==> src/dlb_pkg.sv <==
// Shared constants, types and helper functions for the detection row decoder.
// No dependencies; every other file in the block imports this package.
package dlb_pkg;

  localparam int MAX_CLASSES    = 128;
  localparam int MAX_IMAGE_SIZE = 4096;

  localparam int ValueW = 32;
  localparam int ThrW   = 17;
  localparam int CountW = 8;
  localparam int SizeW  = 13;
  localparam int ClassW = 7;
  localparam int CoordW = 14;
  localparam int DimW   = 13;
  localparam int CfgIdxW  = 3;
  localparam int CfgDataW = 17;

  // Quotient width and the widths of the long division operands.
  localparam int QuotW = 14;
  localparam int ProdW = 48;
  localparam int DivW  = 49;
  localparam int PadW  = 2 * SizeW;

  localparam logic [CfgIdxW-1:0] REG_CONF_THR  = 3'd0;
  localparam logic [CfgIdxW-1:0] REG_SCORE_THR = 3'd1;
  localparam logic [CfgIdxW-1:0] REG_CLASSES   = 3'd2;
  localparam logic [CfgIdxW-1:0] REG_IMG_W     = 3'd3;
  localparam logic [CfgIdxW-1:0] REG_IMG_H     = 3'd4;
  localparam logic [CfgIdxW-1:0] REG_NET_W     = 3'd5;
  localparam logic [CfgIdxW-1:0] REG_NET_H     = 3'd6;

  localparam logic [1:0] ITEM_LEFT   = 2'd0;
  localparam logic [1:0] ITEM_TOP    = 2'd1;
  localparam logic [1:0] ITEM_WIDTH  = 2'd2;
  localparam logic [1:0] ITEM_HEIGHT = 2'd3;

  typedef struct packed {
    logic       accept;
    logic       setup0;
    logic       setup1;
    logic       mul;
    logic       prep;
    logic       div_step;
    logic       store;
    logic       out_load;
    logic [1:0] item;
  } dlb_cmd_t;

  typedef struct packed {
    logic row_done;
    logic row_keep;
    logic out_busy;
  } dlb_status_t;

  // Sizes of zero count as one; sizes above the limit are capped.
  function automatic logic [SizeW-1:0] clamp_size(input logic [SizeW-1:0] v);
    logic [SizeW-1:0] r;
    r = v;
    if (v == '0) r = SizeW'(1);
    else if (v > SizeW'(MAX_IMAGE_SIZE)) r = SizeW'(MAX_IMAGE_SIZE);
    return r;
  endfunction

endpackage

==> src/dlb_element_if.sv <==
// Element request channel: one row element with its row end mark.
// Depends on dlb_pkg for the field widths.
interface dlb_element_if;
  import dlb_pkg::*;
  logic              valid;
  logic              ready;
  logic [ValueW-1:0] element_value;
  logic              row_end;
  modport source (output valid, element_value, row_end, input ready);
  modport sink   (input valid, element_value, row_end, output ready);
endinterface

==> src/dlb_result_if.sv <==
// Result request channel: one kept detection with its box in image pixels.
// Depends on dlb_pkg for the field widths.
interface dlb_result_if;
  import dlb_pkg::*;
  logic                     valid;
  logic                     ready;
  logic [ClassW-1:0]        class_index;
  logic [ThrW-1:0]          score;
  logic signed [CoordW-1:0] left;
  logic signed [CoordW-1:0] top;
  logic [DimW-1:0]          box_width;
  logic [DimW-1:0]          box_height;
  modport source (output valid, class_index, score, left, top, box_width, box_height,
                  input ready);
  modport sink   (input valid, class_index, score, left, top, box_width, box_height,
                  output ready);
endinterface

==> src/dlb_ctrl.sv <==
// Controller state machine: element collection, letterbox setup and the
// shared long division sequence. Depends on dlb_pkg.
module dlb_ctrl (
  input  logic                clk,
  input  logic                rst,
  input  logic                in_valid,
  output logic                in_ready,
  input  dlb_pkg::dlb_status_t status,
  output dlb_pkg::dlb_cmd_t    cmd
);
  import dlb_pkg::*;

  localparam logic [2:0] ST_COLLECT = 3'd0;
  localparam logic [2:0] ST_SETUP0  = 3'd1;
  localparam logic [2:0] ST_SETUP1  = 3'd2;
  localparam logic [2:0] ST_MUL     = 3'd3;
  localparam logic [2:0] ST_PREP    = 3'd4;
  localparam logic [2:0] ST_DIV     = 3'd5;
  localparam logic [2:0] ST_STORE   = 3'd6;
  localparam logic [2:0] ST_OUT     = 3'd7;

  logic [2:0] state, state_next;
  logic [3:0] cnt, cnt_next;
  logic [1:0] item, item_next;

  always_ff @(posedge clk) begin
    if (rst) begin
      state <= ST_COLLECT;
      cnt   <= '0;
      item  <= '0;
    end else begin
      state <= state_next;
      cnt   <= cnt_next;
      item  <= item_next;
    end
  end

  assign in_ready = (state == ST_COLLECT);

  always_comb begin
    state_next   = state;
    cnt_next     = cnt;
    item_next    = item;
    cmd          = '0;
    cmd.item     = item;
    unique case (state)
      ST_COLLECT: begin
        cmd.accept = in_valid;
        if (in_valid && status.row_done && status.row_keep) begin
          state_next = ST_SETUP0;
        end
      end
      ST_SETUP0: begin
        cmd.setup0 = 1'b1;
        state_next = ST_SETUP1;
      end
      ST_SETUP1: begin
        cmd.setup1 = 1'b1;
        item_next  = ITEM_LEFT;
        state_next = ST_MUL;
      end
      ST_MUL: begin
        cmd.mul    = 1'b1;
        state_next = ST_PREP;
      end
      ST_PREP: begin
        cmd.prep   = 1'b1;
        cnt_next   = '0;
        state_next = ST_DIV;
      end
      ST_DIV: begin
        cmd.div_step = 1'b1;
        cnt_next     = cnt + 4'd1;
        if (cnt == 4'(QuotW - 1)) state_next = ST_STORE;
      end
      ST_STORE: begin
        cmd.store = 1'b1;
        if (item == ITEM_HEIGHT) begin
          state_next = ST_OUT;
        end else begin
          item_next  = item + 2'd1;
          state_next = ST_MUL;
        end
      end
      ST_OUT: begin
        if (!status.out_busy) begin
          cmd.out_load = 1'b1;
          state_next   = ST_COLLECT;
        end
      end
      default: state_next = ST_COLLECT;
    endcase
  end

endmodule

==> src/dlb_datapath.sv <==
// Datapath: configuration registers, row element capture and argmax, the
// letterbox scale and padding, the shared divider and the output register.
// Depends on dlb_pkg.
module dlb_datapath (
  input  logic                            clk,
  input  logic                            rst,
  input  logic                            cfg_write,
  input  logic [dlb_pkg::CfgIdxW-1:0]     cfg_index,
  input  logic [dlb_pkg::CfgDataW-1:0]    cfg_data,
  input  logic [dlb_pkg::ValueW-1:0]      element_value,
  input  logic                            row_end,
  input  dlb_pkg::dlb_cmd_t               cmd,
  output dlb_pkg::dlb_status_t            status,
  input  logic                            out_ready,
  output logic                            out_valid,
  output logic [dlb_pkg::ClassW-1:0]      class_index,
  output logic [dlb_pkg::ThrW-1:0]        score,
  output logic signed [dlb_pkg::CoordW-1:0] left,
  output logic signed [dlb_pkg::CoordW-1:0] top,
  output logic [dlb_pkg::DimW-1:0]        box_width,
  output logic [dlb_pkg::DimW-1:0]        box_height
);
  import dlb_pkg::*;

  logic [ThrW-1:0]   conf_thr, score_thr;
  logic [CountW-1:0] class_count;
  logic [SizeW-1:0]  img_w, img_h, net_w, net_h;

  always_ff @(posedge clk) begin
    if (rst) begin
      conf_thr    <= ThrW'(32768);
      score_thr   <= ThrW'(32768);
      class_count <= CountW'(80);
      img_w       <= SizeW'(640);
      img_h       <= SizeW'(640);
      net_w       <= SizeW'(640);
      net_h       <= SizeW'(640);
    end else if (cfg_write) begin
      unique case (cfg_index)
        REG_CONF_THR:  conf_thr    <= cfg_data;
        REG_SCORE_THR: score_thr   <= cfg_data;
        REG_CLASSES:   class_count <= cfg_data[CountW-1:0];
        REG_IMG_W:     img_w       <= cfg_data[SizeW-1:0];
        REG_IMG_H:     img_h       <= cfg_data[SizeW-1:0];
        REG_NET_W:     net_w       <= cfg_data[SizeW-1:0];
        REG_NET_H:     net_h       <= cfg_data[SizeW-1:0];
        default: ;
      endcase
    end
  end

  // Row element capture and running argmax.
  logic [CountW-1:0] pos;
  logic [ValueW-1:0] box [4];
  logic [ValueW-1:0] objectness;
  logic [ValueW-1:0] best_score;
  logic [ClassW-1:0] best_class;
  logic [CountW-1:0] eff_classes, cls_off;
  logic              is_class, better;
  logic [ValueW-1:0] obj_now, best_now;
  logic [ClassW-1:0] class_now;

  always_comb begin
    eff_classes = class_count;
    if (class_count == '0) eff_classes = CountW'(1);
    else if (class_count > CountW'(MAX_CLASSES)) eff_classes = CountW'(MAX_CLASSES);
    cls_off   = pos - CountW'(5);
    is_class  = (pos >= CountW'(5)) && (cls_off < eff_classes);
    better    = is_class && (element_value > best_score);
    obj_now   = (pos == CountW'(4)) ? element_value : objectness;
    best_now  = better ? element_value : best_score;
    class_now = better ? cls_off[ClassW-1:0] : best_class;
  end

  assign status.row_done = row_end;
  assign status.row_keep = (obj_now >= ValueW'(conf_thr)) && (best_now > ValueW'(score_thr));

  logic [ClassW-1:0] pend_class;
  logic [ThrW-1:0]   pend_score;

  always_ff @(posedge clk) begin
    if (rst) begin
      pos        <= '0;
      best_score <= '0;
      best_class <= '0;
    end else if (cmd.accept) begin
      if (row_end) begin
        pos        <= '0;
        best_score <= '0;
        best_class <= '0;
      end else begin
        if (pos != '1) pos <= pos + CountW'(1);
        best_score <= best_now;
        best_class <= class_now;
      end
    end
  end

  always_ff @(posedge clk) begin
    if (cmd.accept) begin
      if (pos < CountW'(4)) box[pos[1:0]] <= element_value;
      if (pos == CountW'(4)) objectness <= element_value;
      pend_class <= class_now;
      pend_score <= (obj_now > ValueW'(65536)) ? ThrW'(65536) : obj_now[ThrW-1:0];
    end
  end

  // Letterbox scale as the ratio sn/sd, padding kept doubled and scaled by sd.
  logic [SizeW-1:0] c_iw, c_ih, c_nw, c_nh;
  logic [PadW-1:0]  p_hw, p_wh;
  logic [SizeW-1:0] sn, sd;
  logic [PadW-1:0]  padx2, pady2;

  always_ff @(posedge clk) begin
    if (cmd.setup0) begin
      c_iw <= clamp_size(img_w);
      c_ih <= clamp_size(img_h);
      c_nw <= clamp_size(net_w);
      c_nh <= clamp_size(net_h);
    end
    if (cmd.setup1) begin
      if (p_hw > p_wh) begin
        sn    <= c_nw;
        sd    <= c_iw;
        padx2 <= '0;
        pady2 <= p_hw - p_wh;
      end else begin
        sn    <= c_nh;
        sd    <= c_ih;
        padx2 <= p_wh - p_hw;
        pady2 <= '0;
      end
    end
  end

  assign p_hw = c_nh * c_iw;
  assign p_wh = c_nw * c_ih;

  // Numerator of one box value, scaled by the scale denominator.
  logic signed [ValueW+1:0] term;
  logic signed [ProdW-1:0]  prod;

  always_comb begin
    if (cmd.item == ITEM_LEFT || cmd.item == ITEM_TOP) begin
      term = $signed({1'b0, box[cmd.item], 1'b0}) - $signed({2'b00, box[cmd.item + 2'd2]});
    end else begin
      term = $signed({1'b0, box[cmd.item], 1'b0});
    end
  end

  always_ff @(posedge clk) begin
    if (cmd.mul) prod <= term * $signed({1'b0, sd});
  end

  // Rounding divide: q = floor((|n| + sn*2^16) / (sn*2^17)), one bit a cycle.
  logic [PadW-1:0]         pad_sel;
  logic signed [ProdW-1:0] num;
  logic [ProdW-1:0]        mag;
  logic [DivW-1:0]         x_init, x_rem, dsh;
  logic                    neg, sat;
  logic [QuotW-1:0]        quo;

  always_comb begin
    case (cmd.item)
      ITEM_LEFT: pad_sel = padx2;
      ITEM_TOP:  pad_sel = pady2;
      default:   pad_sel = '0;
    endcase
    num    = prod - $signed({6'b0, pad_sel, 16'b0});
    mag    = num[ProdW-1] ? ProdW'(-num) : ProdW'(num);
    x_init = {1'b0, mag} + {20'b0, sn, 16'b0};
  end

  always_ff @(posedge clk) begin
    if (cmd.prep) begin
      neg   <= num[ProdW-1];
      x_rem <= x_init;
      sat   <= x_init >= {5'b0, sn, 31'b0};
      dsh   <= {6'b0, sn, 30'b0};
      quo   <= '0;
    end else if (cmd.div_step) begin
      if (x_rem >= dsh) begin
        x_rem <= x_rem - dsh;
        quo   <= {quo[QuotW-2:0], 1'b1};
      end else begin
        quo   <= {quo[QuotW-2:0], 1'b0};
      end
      dsh <= dsh >> 1;
    end
  end

  logic signed [CoordW-1:0] res [4];
  logic signed [CoordW-1:0] final_val;

  always_comb begin
    if (neg) begin
      if (sat || quo > QuotW'(8192)) final_val = CoordW'(-8192);
      else final_val = -$signed(quo);
    end else begin
      if (sat || quo > QuotW'(8191)) final_val = CoordW'(8191);
      else final_val = $signed(quo);
    end
  end

  always_ff @(posedge clk) begin
    if (cmd.store) res[cmd.item] <= final_val;
  end

  // Output register; the controller only loads it once the old result is gone.
  assign status.out_busy = out_valid && !out_ready;

  always_ff @(posedge clk) begin
    if (rst) begin
      out_valid <= 1'b0;
    end else if (cmd.out_load) begin
      out_valid <= 1'b1;
    end else if (out_ready) begin
      out_valid <= 1'b0;
    end
  end

  always_ff @(posedge clk) begin
    if (cmd.out_load) begin
      class_index <= pend_class;
      score       <= pend_score;
      left        <= res[ITEM_LEFT];
      top         <= res[ITEM_TOP];
      box_width   <= res[ITEM_WIDTH][DimW-1:0];
      box_height  <= res[ITEM_HEIGHT][DimW-1:0];
    end
  end

endmodule

==> src/detection_row_decode_letterbox.sv <==
// Top level of the detection row decoder with letterbox mapping.
// Depends on dlb_pkg, dlb_element_if, dlb_result_if, dlb_ctrl and dlb_datapath.
//
//  Channel     | Direction | Carries
//  ------------+-----------+------------------------------------------------
//  element_in  | sink      | element_value (Q16.16), row_end
//  result_out  | source    | class_index, score, left, top, box_width, box_height
//  cfg_*       | sink      | register writes, index and data, no read-back
//
// Elements are taken one per cycle while a row is being collected. A row end
// that keeps the detection holds the input off for the letterbox scale and
// padding setup, then for each of the four box values one multiply, one
// preparation, fourteen steps of the shared bit-serial divider and one
// store, and finally the load of the output register. Rows that are dropped
// do not hold the input off. The finished result sits in an output
// register, so the next row is collected while it waits; only a second kept
// row stalls until the first request has been taken.
// Reset is synchronous and restores the register defaults.
module detection_row_decode_letterbox (
  input  logic                         clk,
  input  logic                         rst,
  input  logic                         cfg_write,
  input  logic [dlb_pkg::CfgIdxW-1:0]  cfg_index,
  input  logic [dlb_pkg::CfgDataW-1:0] cfg_data,
  dlb_element_if.sink                  element_in,
  dlb_result_if.source                 result_out
);
  import dlb_pkg::*;

  dlb_cmd_t    cmd;
  dlb_status_t status;

  // The controller sequences collection, setup and the division steps.
  dlb_ctrl u_ctrl (
    .clk      (clk),
    .rst      (rst),
    .in_valid (element_in.valid),
    .in_ready (element_in.ready),
    .status   (status),
    .cmd      (cmd)
  );

  // The datapath holds the row state, the arithmetic and the result register.
  dlb_datapath u_datapath (
    .clk           (clk),
    .rst           (rst),
    .cfg_write     (cfg_write),
    .cfg_index     (cfg_index),
    .cfg_data      (cfg_data),
    .element_value (element_in.element_value),
    .row_end       (element_in.row_end),
    .cmd           (cmd),
    .status        (status),
    .out_ready     (result_out.ready),
    .out_valid     (result_out.valid),
    .class_index   (result_out.class_index),
    .score         (result_out.score),
    .left          (result_out.left),
    .top           (result_out.top),
    .box_width     (result_out.box_width),
    .box_height    (result_out.box_height)
  );

endmodule
==> src/flat_wrapper.sv <==
// flat-port wrapper written by rule: the top's interface ports become plain ports
module detection_row_decode_letterbox_flat import dlb_pkg::*;
  (clk, rst, cfg_write, cfg_index, cfg_data, element_in_valid, element_in_element_value, element_in_row_end, element_in_ready, result_out_valid, result_out_class_index, result_out_score, result_out_left, result_out_top, result_out_box_width, result_out_box_height, result_out_ready);
  dlb_element_if element_in_i ();
  dlb_result_if result_out_i ();
  input  logic clk;
  input  logic rst;
  input  logic cfg_write;
  input  logic [dlb_pkg::CfgIdxW-1:0] cfg_index;
  input  logic [dlb_pkg::CfgDataW-1:0] cfg_data;
  input wire logic [$bits(element_in_i.valid)-1:0] element_in_valid;
  input wire logic [$bits(element_in_i.element_value)-1:0] element_in_element_value;
  input wire logic [$bits(element_in_i.row_end)-1:0] element_in_row_end;
  output wire logic [$bits(element_in_i.ready)-1:0] element_in_ready;
  output wire logic [$bits(result_out_i.valid)-1:0] result_out_valid;
  output wire logic [$bits(result_out_i.class_index)-1:0] result_out_class_index;
  output wire logic [$bits(result_out_i.score)-1:0] result_out_score;
  output wire logic [$bits(result_out_i.left)-1:0] result_out_left;
  output wire logic [$bits(result_out_i.top)-1:0] result_out_top;
  output wire logic [$bits(result_out_i.box_width)-1:0] result_out_box_width;
  output wire logic [$bits(result_out_i.box_height)-1:0] result_out_box_height;
  input wire logic [$bits(result_out_i.ready)-1:0] result_out_ready;
  assign element_in_i.valid = element_in_valid;
  assign element_in_i.element_value = element_in_element_value;
  assign element_in_i.row_end = element_in_row_end;
  assign element_in_ready = element_in_i.ready;
  assign result_out_valid = result_out_i.valid;
  assign result_out_class_index = result_out_i.class_index;
  assign result_out_score = result_out_i.score;
  assign result_out_left = result_out_i.left;
  assign result_out_top = result_out_i.top;
  assign result_out_box_width = result_out_i.box_width;
  assign result_out_box_height = result_out_i.box_height;
  assign result_out_i.ready = result_out_ready;
  detection_row_decode_letterbox u_core (.clk(clk), .rst(rst), .cfg_write(cfg_write), .cfg_index(cfg_index), .cfg_data(cfg_data), .element_in(element_in_i), .result_out(result_out_i));
endmodule
==> config.mk <==
export PLATFORM = sky130hd
export DESIGN_NAME = detection_row_decode_letterbox_flat
export DESIGN_NICKNAME = d
export VERILOG_FILES = /design/src/dlb_pkg.sv /design/src/dlb_element_if.sv /design/src/dlb_result_if.sv /design/src/dlb_ctrl.sv /design/src/dlb_datapath.sv /design/src/detection_row_decode_letterbox.sv /design/src/flat_wrapper.sv
export SDC_FILE = /design/constraint.sdc
export NUM_CORES = 2
export LEC_CHECK = 0
export BUFFER_PORTS_ARGS = -buffer_cell sky130_fd_sc_hd__buf_2
export CAP_MARGIN = 5
export CELL_PAD_IN_SITES_DETAIL_PLACEMENT = 0
export CELL_PAD_IN_SITES_GLOBAL_PLACEMENT = 1
export CORE_MARGIN = 3
export CORE_UTILIZATION = 52
export DETAILED_ROUTE_END_ITERATION = 6
export MAX_ROUTING_LAYER = met4
export PLACE_DENSITY = 0.93
export SLEW_MARGIN = 20
export SYNTH_ARGS = -nofsm -noshare
export SYNTH_HDL_FRONTEND = slang
export SYNTH_SLANG_ARGS = --single-unit
==> constraint.sdc <==
create_clock -name clk -period 11.5 [get_ports clk]
set_clock_uncertainty 0.15 [all_clocks]
set_input_delay 2.3 -clock clk [delete_from_list [all_inputs] [get_ports clk]]
set_output_delay 2.3 -clock clk [all_outputs]
set_load 0.01 [all_outputs]
==> metrics.cfg <==
[finish]
utilization=0.566
fin_nets=8176
drive_above_1_share=0.0774
fill_cells=10774
syn2layout_area_growth_pct=7.61

[sta]
hold_viol=0
finalMaxSlewViolations=0
max_freq_ghz=0.0931
hold_ws_ns=0.264
slew_headroom=0.263
tightest_slew_ns=1.10
setup_viol=0
fin_crit_sh=0.934
period_needed_ns=10.75
setup_tns_ns=0
rsz0062_at_grt=no

[synthesis]
synth_ff_type=edfxtp_1
synth_area_leaders=edfxtp_1 (25%), fa_1 (19%), ha_1 (9.5%)
synth_enable_flop_cells=558
async_flop_share=0
synth_top_area_frac=0.248
synth_warnings=0
synth_top_area_cell=edfxtp_1
synth_seq_cells=755
syn-num-nets=8167
syn_inst=6947
synth.avg_cell_area_um2=9.72
yosys-top-cells-count=inv_1 (1012), nand2_1 (872), fa_1 (648)
syn_area_um2=67500
synthDistinctLibCells=97
synth-seq-area-share=0.306
synth_most_common_cell=inv_1

[detailed_routing]
ant_nets=0
wl_per_cell_um=19.9
route.vias.total=49900
via_per_inst=5.70
post-route-drc-count=0
dr.pass1.iters=7
finalWirelength_um=174000
drt_iter0_drc=4249

[clocking]
cts_made_buffers=77
cts_hold_buf=0
cts_tree=yes
clk_latency_ns=0.69
cts_max_path_buffers=3
clk_pin_slew_ns=0.07
cts_root_buf=clkbuf_16
htree_levels=3
numClockSinks=755

[hold_path]
hold_start=u_core.u_datapath.pend_class[4]$_DFFE_PP_
hold_end=u_core.u_datapath.class_index[4]$_DFFE_PP_
holdPathStages=0
hold_path.class=reg2reg

[floorplan]
ioPinCount=138
die_h_um=366
core_area_um2=128000
rows=131
die_w_um=366
start_util=0.526
die_area_um2=134000

[critical_path]
reg2regPathDepth=38
crit_path_start_kind=flop
crit_fanout=29
reg2reg_slack_ns=0.75
setup.worst_path.end_class=flop
slowest_delay_ns=0.54
r2r_start=u_core.u_ctrl.item[1]$_SDFFE_PP0P_
r2r_end=u_core.u_datapath.prod[44]$_DFFE_PN_
path_common_cell=fa_1
cp.arrival_ns=10.99
critical_path_class=reg2reg
crit_slowest_cell=fa_1
cp.required_ns=11.74

[run]
maxCapViolCount=0

[global_route]
grt_overflow=0
grt_max_degree=91
track_usage=0.267
grt_pass1_wl_um=278000
first_global_vias=50852
antenna_found_initial=4

[run_status]
status=complete, no violations

[placement]
portBuffers=137
place.gp.congestion=0.973
hpwl_um=132000

## cells by family after synthesis
kind of cell,after synthesis,share of synthesized area
mux,155,0.0359
fa+ha+maj,1162,0.287
buf+inv,1315,0.0736
compound gates,1136,0.106
simple gates,2116,0.151
flops,755,0.306
xor+xnor,308,0.0402
## layout by cell type, fill, tap and decap left out, types with 46 or more instances in the layout
| cell | instances |
|---|---|
| inv_1 | 1010 |
| nand2_1 | 872 |
| fa_1 | 648 |
| edfxtp_1 | 558 |
| ha_1 | 513 |
| a21oi_1 | 387 |
| and2_1 | 344 |
| nor2_1 | 313 |
| o21ai_0 | 241 |
| dfxtp_1 | 194 |
| xnor2_1 | 186 |
| buf_2 | 136 |
| a21o_1 | 133 |
| xor2_1 | 120 |
| nand3_1 | 115 |
| nor2b_1 | 102 |
| buf_4 | 93 |
| nor3_1 | 88 |
| clkbuf_16 | 79 |
| a22oi_1 | 68 |
| mux4_2 | 64 |
| nand2b_1 | 62 |
| mux2_2 | 56 |
| nand4_1 | 46 |
## layer usage
layer | track usage | up-vias | part of all wire | wire length, um
met1 | 0.345 | 24803 | 0.42 | 72500
met2 | 0.433 | 1686 | 0.48 | 83700
met5 | - | - | 0 | 0
met4 | 0.0825 | 0 | 0.031 | 5480
li1 | - | 23090 | - | -
met3 | 0.0435 | 321 | 0.070 | 12200
## cell type report
class	count	area, um^2	area share
well taps	1729	2160	0.0298
multi-input cells	4877	42000	0.578
clock inverters	31	402	0.00553
clock buffers	111	2210	0.0304
inverters	1014	3810	0.0524
diodes	2	5.00	0.0000689
flip-flops and latches	755	20700	0.285
repair buffers	231	1400	0.0193
## stage by stage
stage / std cells / area (um^2) / worst slack [ns]
after floorplan: 6947 / 67500 / 1.05
after global placement: 8606 / 70000 / 0.773
after detailed placement: 8606 / 70000 / 0.663
after CTS: 8748 / 72700 / 0.585
after global routing: 8750 / 72700 / 0.0494
final: 8750 / 72700 / 0.755
## state kept, by name (all words and copies together), names as in the netlist, 26 cells and up, named ones only
name	cells
u_core.u_datapath.box	128
u_core.u_datapath.res	54
u_core.u_datapath.x_rem	49
u_core.u_datapath.prod	48
u_core.u_datapath.dsh	43
u_core.u_datapath.best_score	32
u_core.u_datapath.objectness	32
u_core.u_datapath.padx2	26
u_core.u_datapath.pady2	26
## critical path, delay by kind of cell (launching register included)
kind / cells / cell delay, ns
AOI/OAI and AO/OA: 16 / 3.86
xor gates and xnor gates: 2 / 0.30
adders and majority gates: 8 / 3.69
buffers and inverters: 7 / 0.94
DFF: 1 / 0.51
muxes: 1 / 0.37
and+or+nand+nor: 4 / 0.61
## timing repair
item	4_1_cts	5_1_grt
resized for setup	0	3
setup endpoints to repair	0	3
setup buffers	0	0
## how the worst max path moves through the flow
stage | start | depth (start not counted) | end
after floorplan | u_core.u_ctrl.item[0]$_SDFFE_PP0P_ | 43 | u_core.u_datapath.prod[44]$_DFFE_PN_
after global placement | u_core.u_ctrl.item[0]$_SDFFE_PP0P_ | 38 | u_core.u_datapath.prod[44]$_DFFE_PN_
after detailed placement | u_core.u_ctrl.item[0]$_SDFFE_PP0P_ | 38 | u_core.u_datapath.prod[44]$_DFFE_PN_
after CTS | u_core.u_ctrl.item[0]$_SDFFE_PP0P_ | 37 | u_core.u_datapath.prod[44]$_DFFE_PN_
after global routing | flop | 39 | u_core.u_datapath.prod[47]$_DFFE_PN_
final | u_core.u_ctrl.item[1]$_SDFFE_PP0P_ | 38 | u_core.u_datapath.prod[44]$_DFFE_PN_
Power is left out: the tool's default activity adds up to more than one toggle a clock period on the data nets, which glitch-free logic cannot reach.
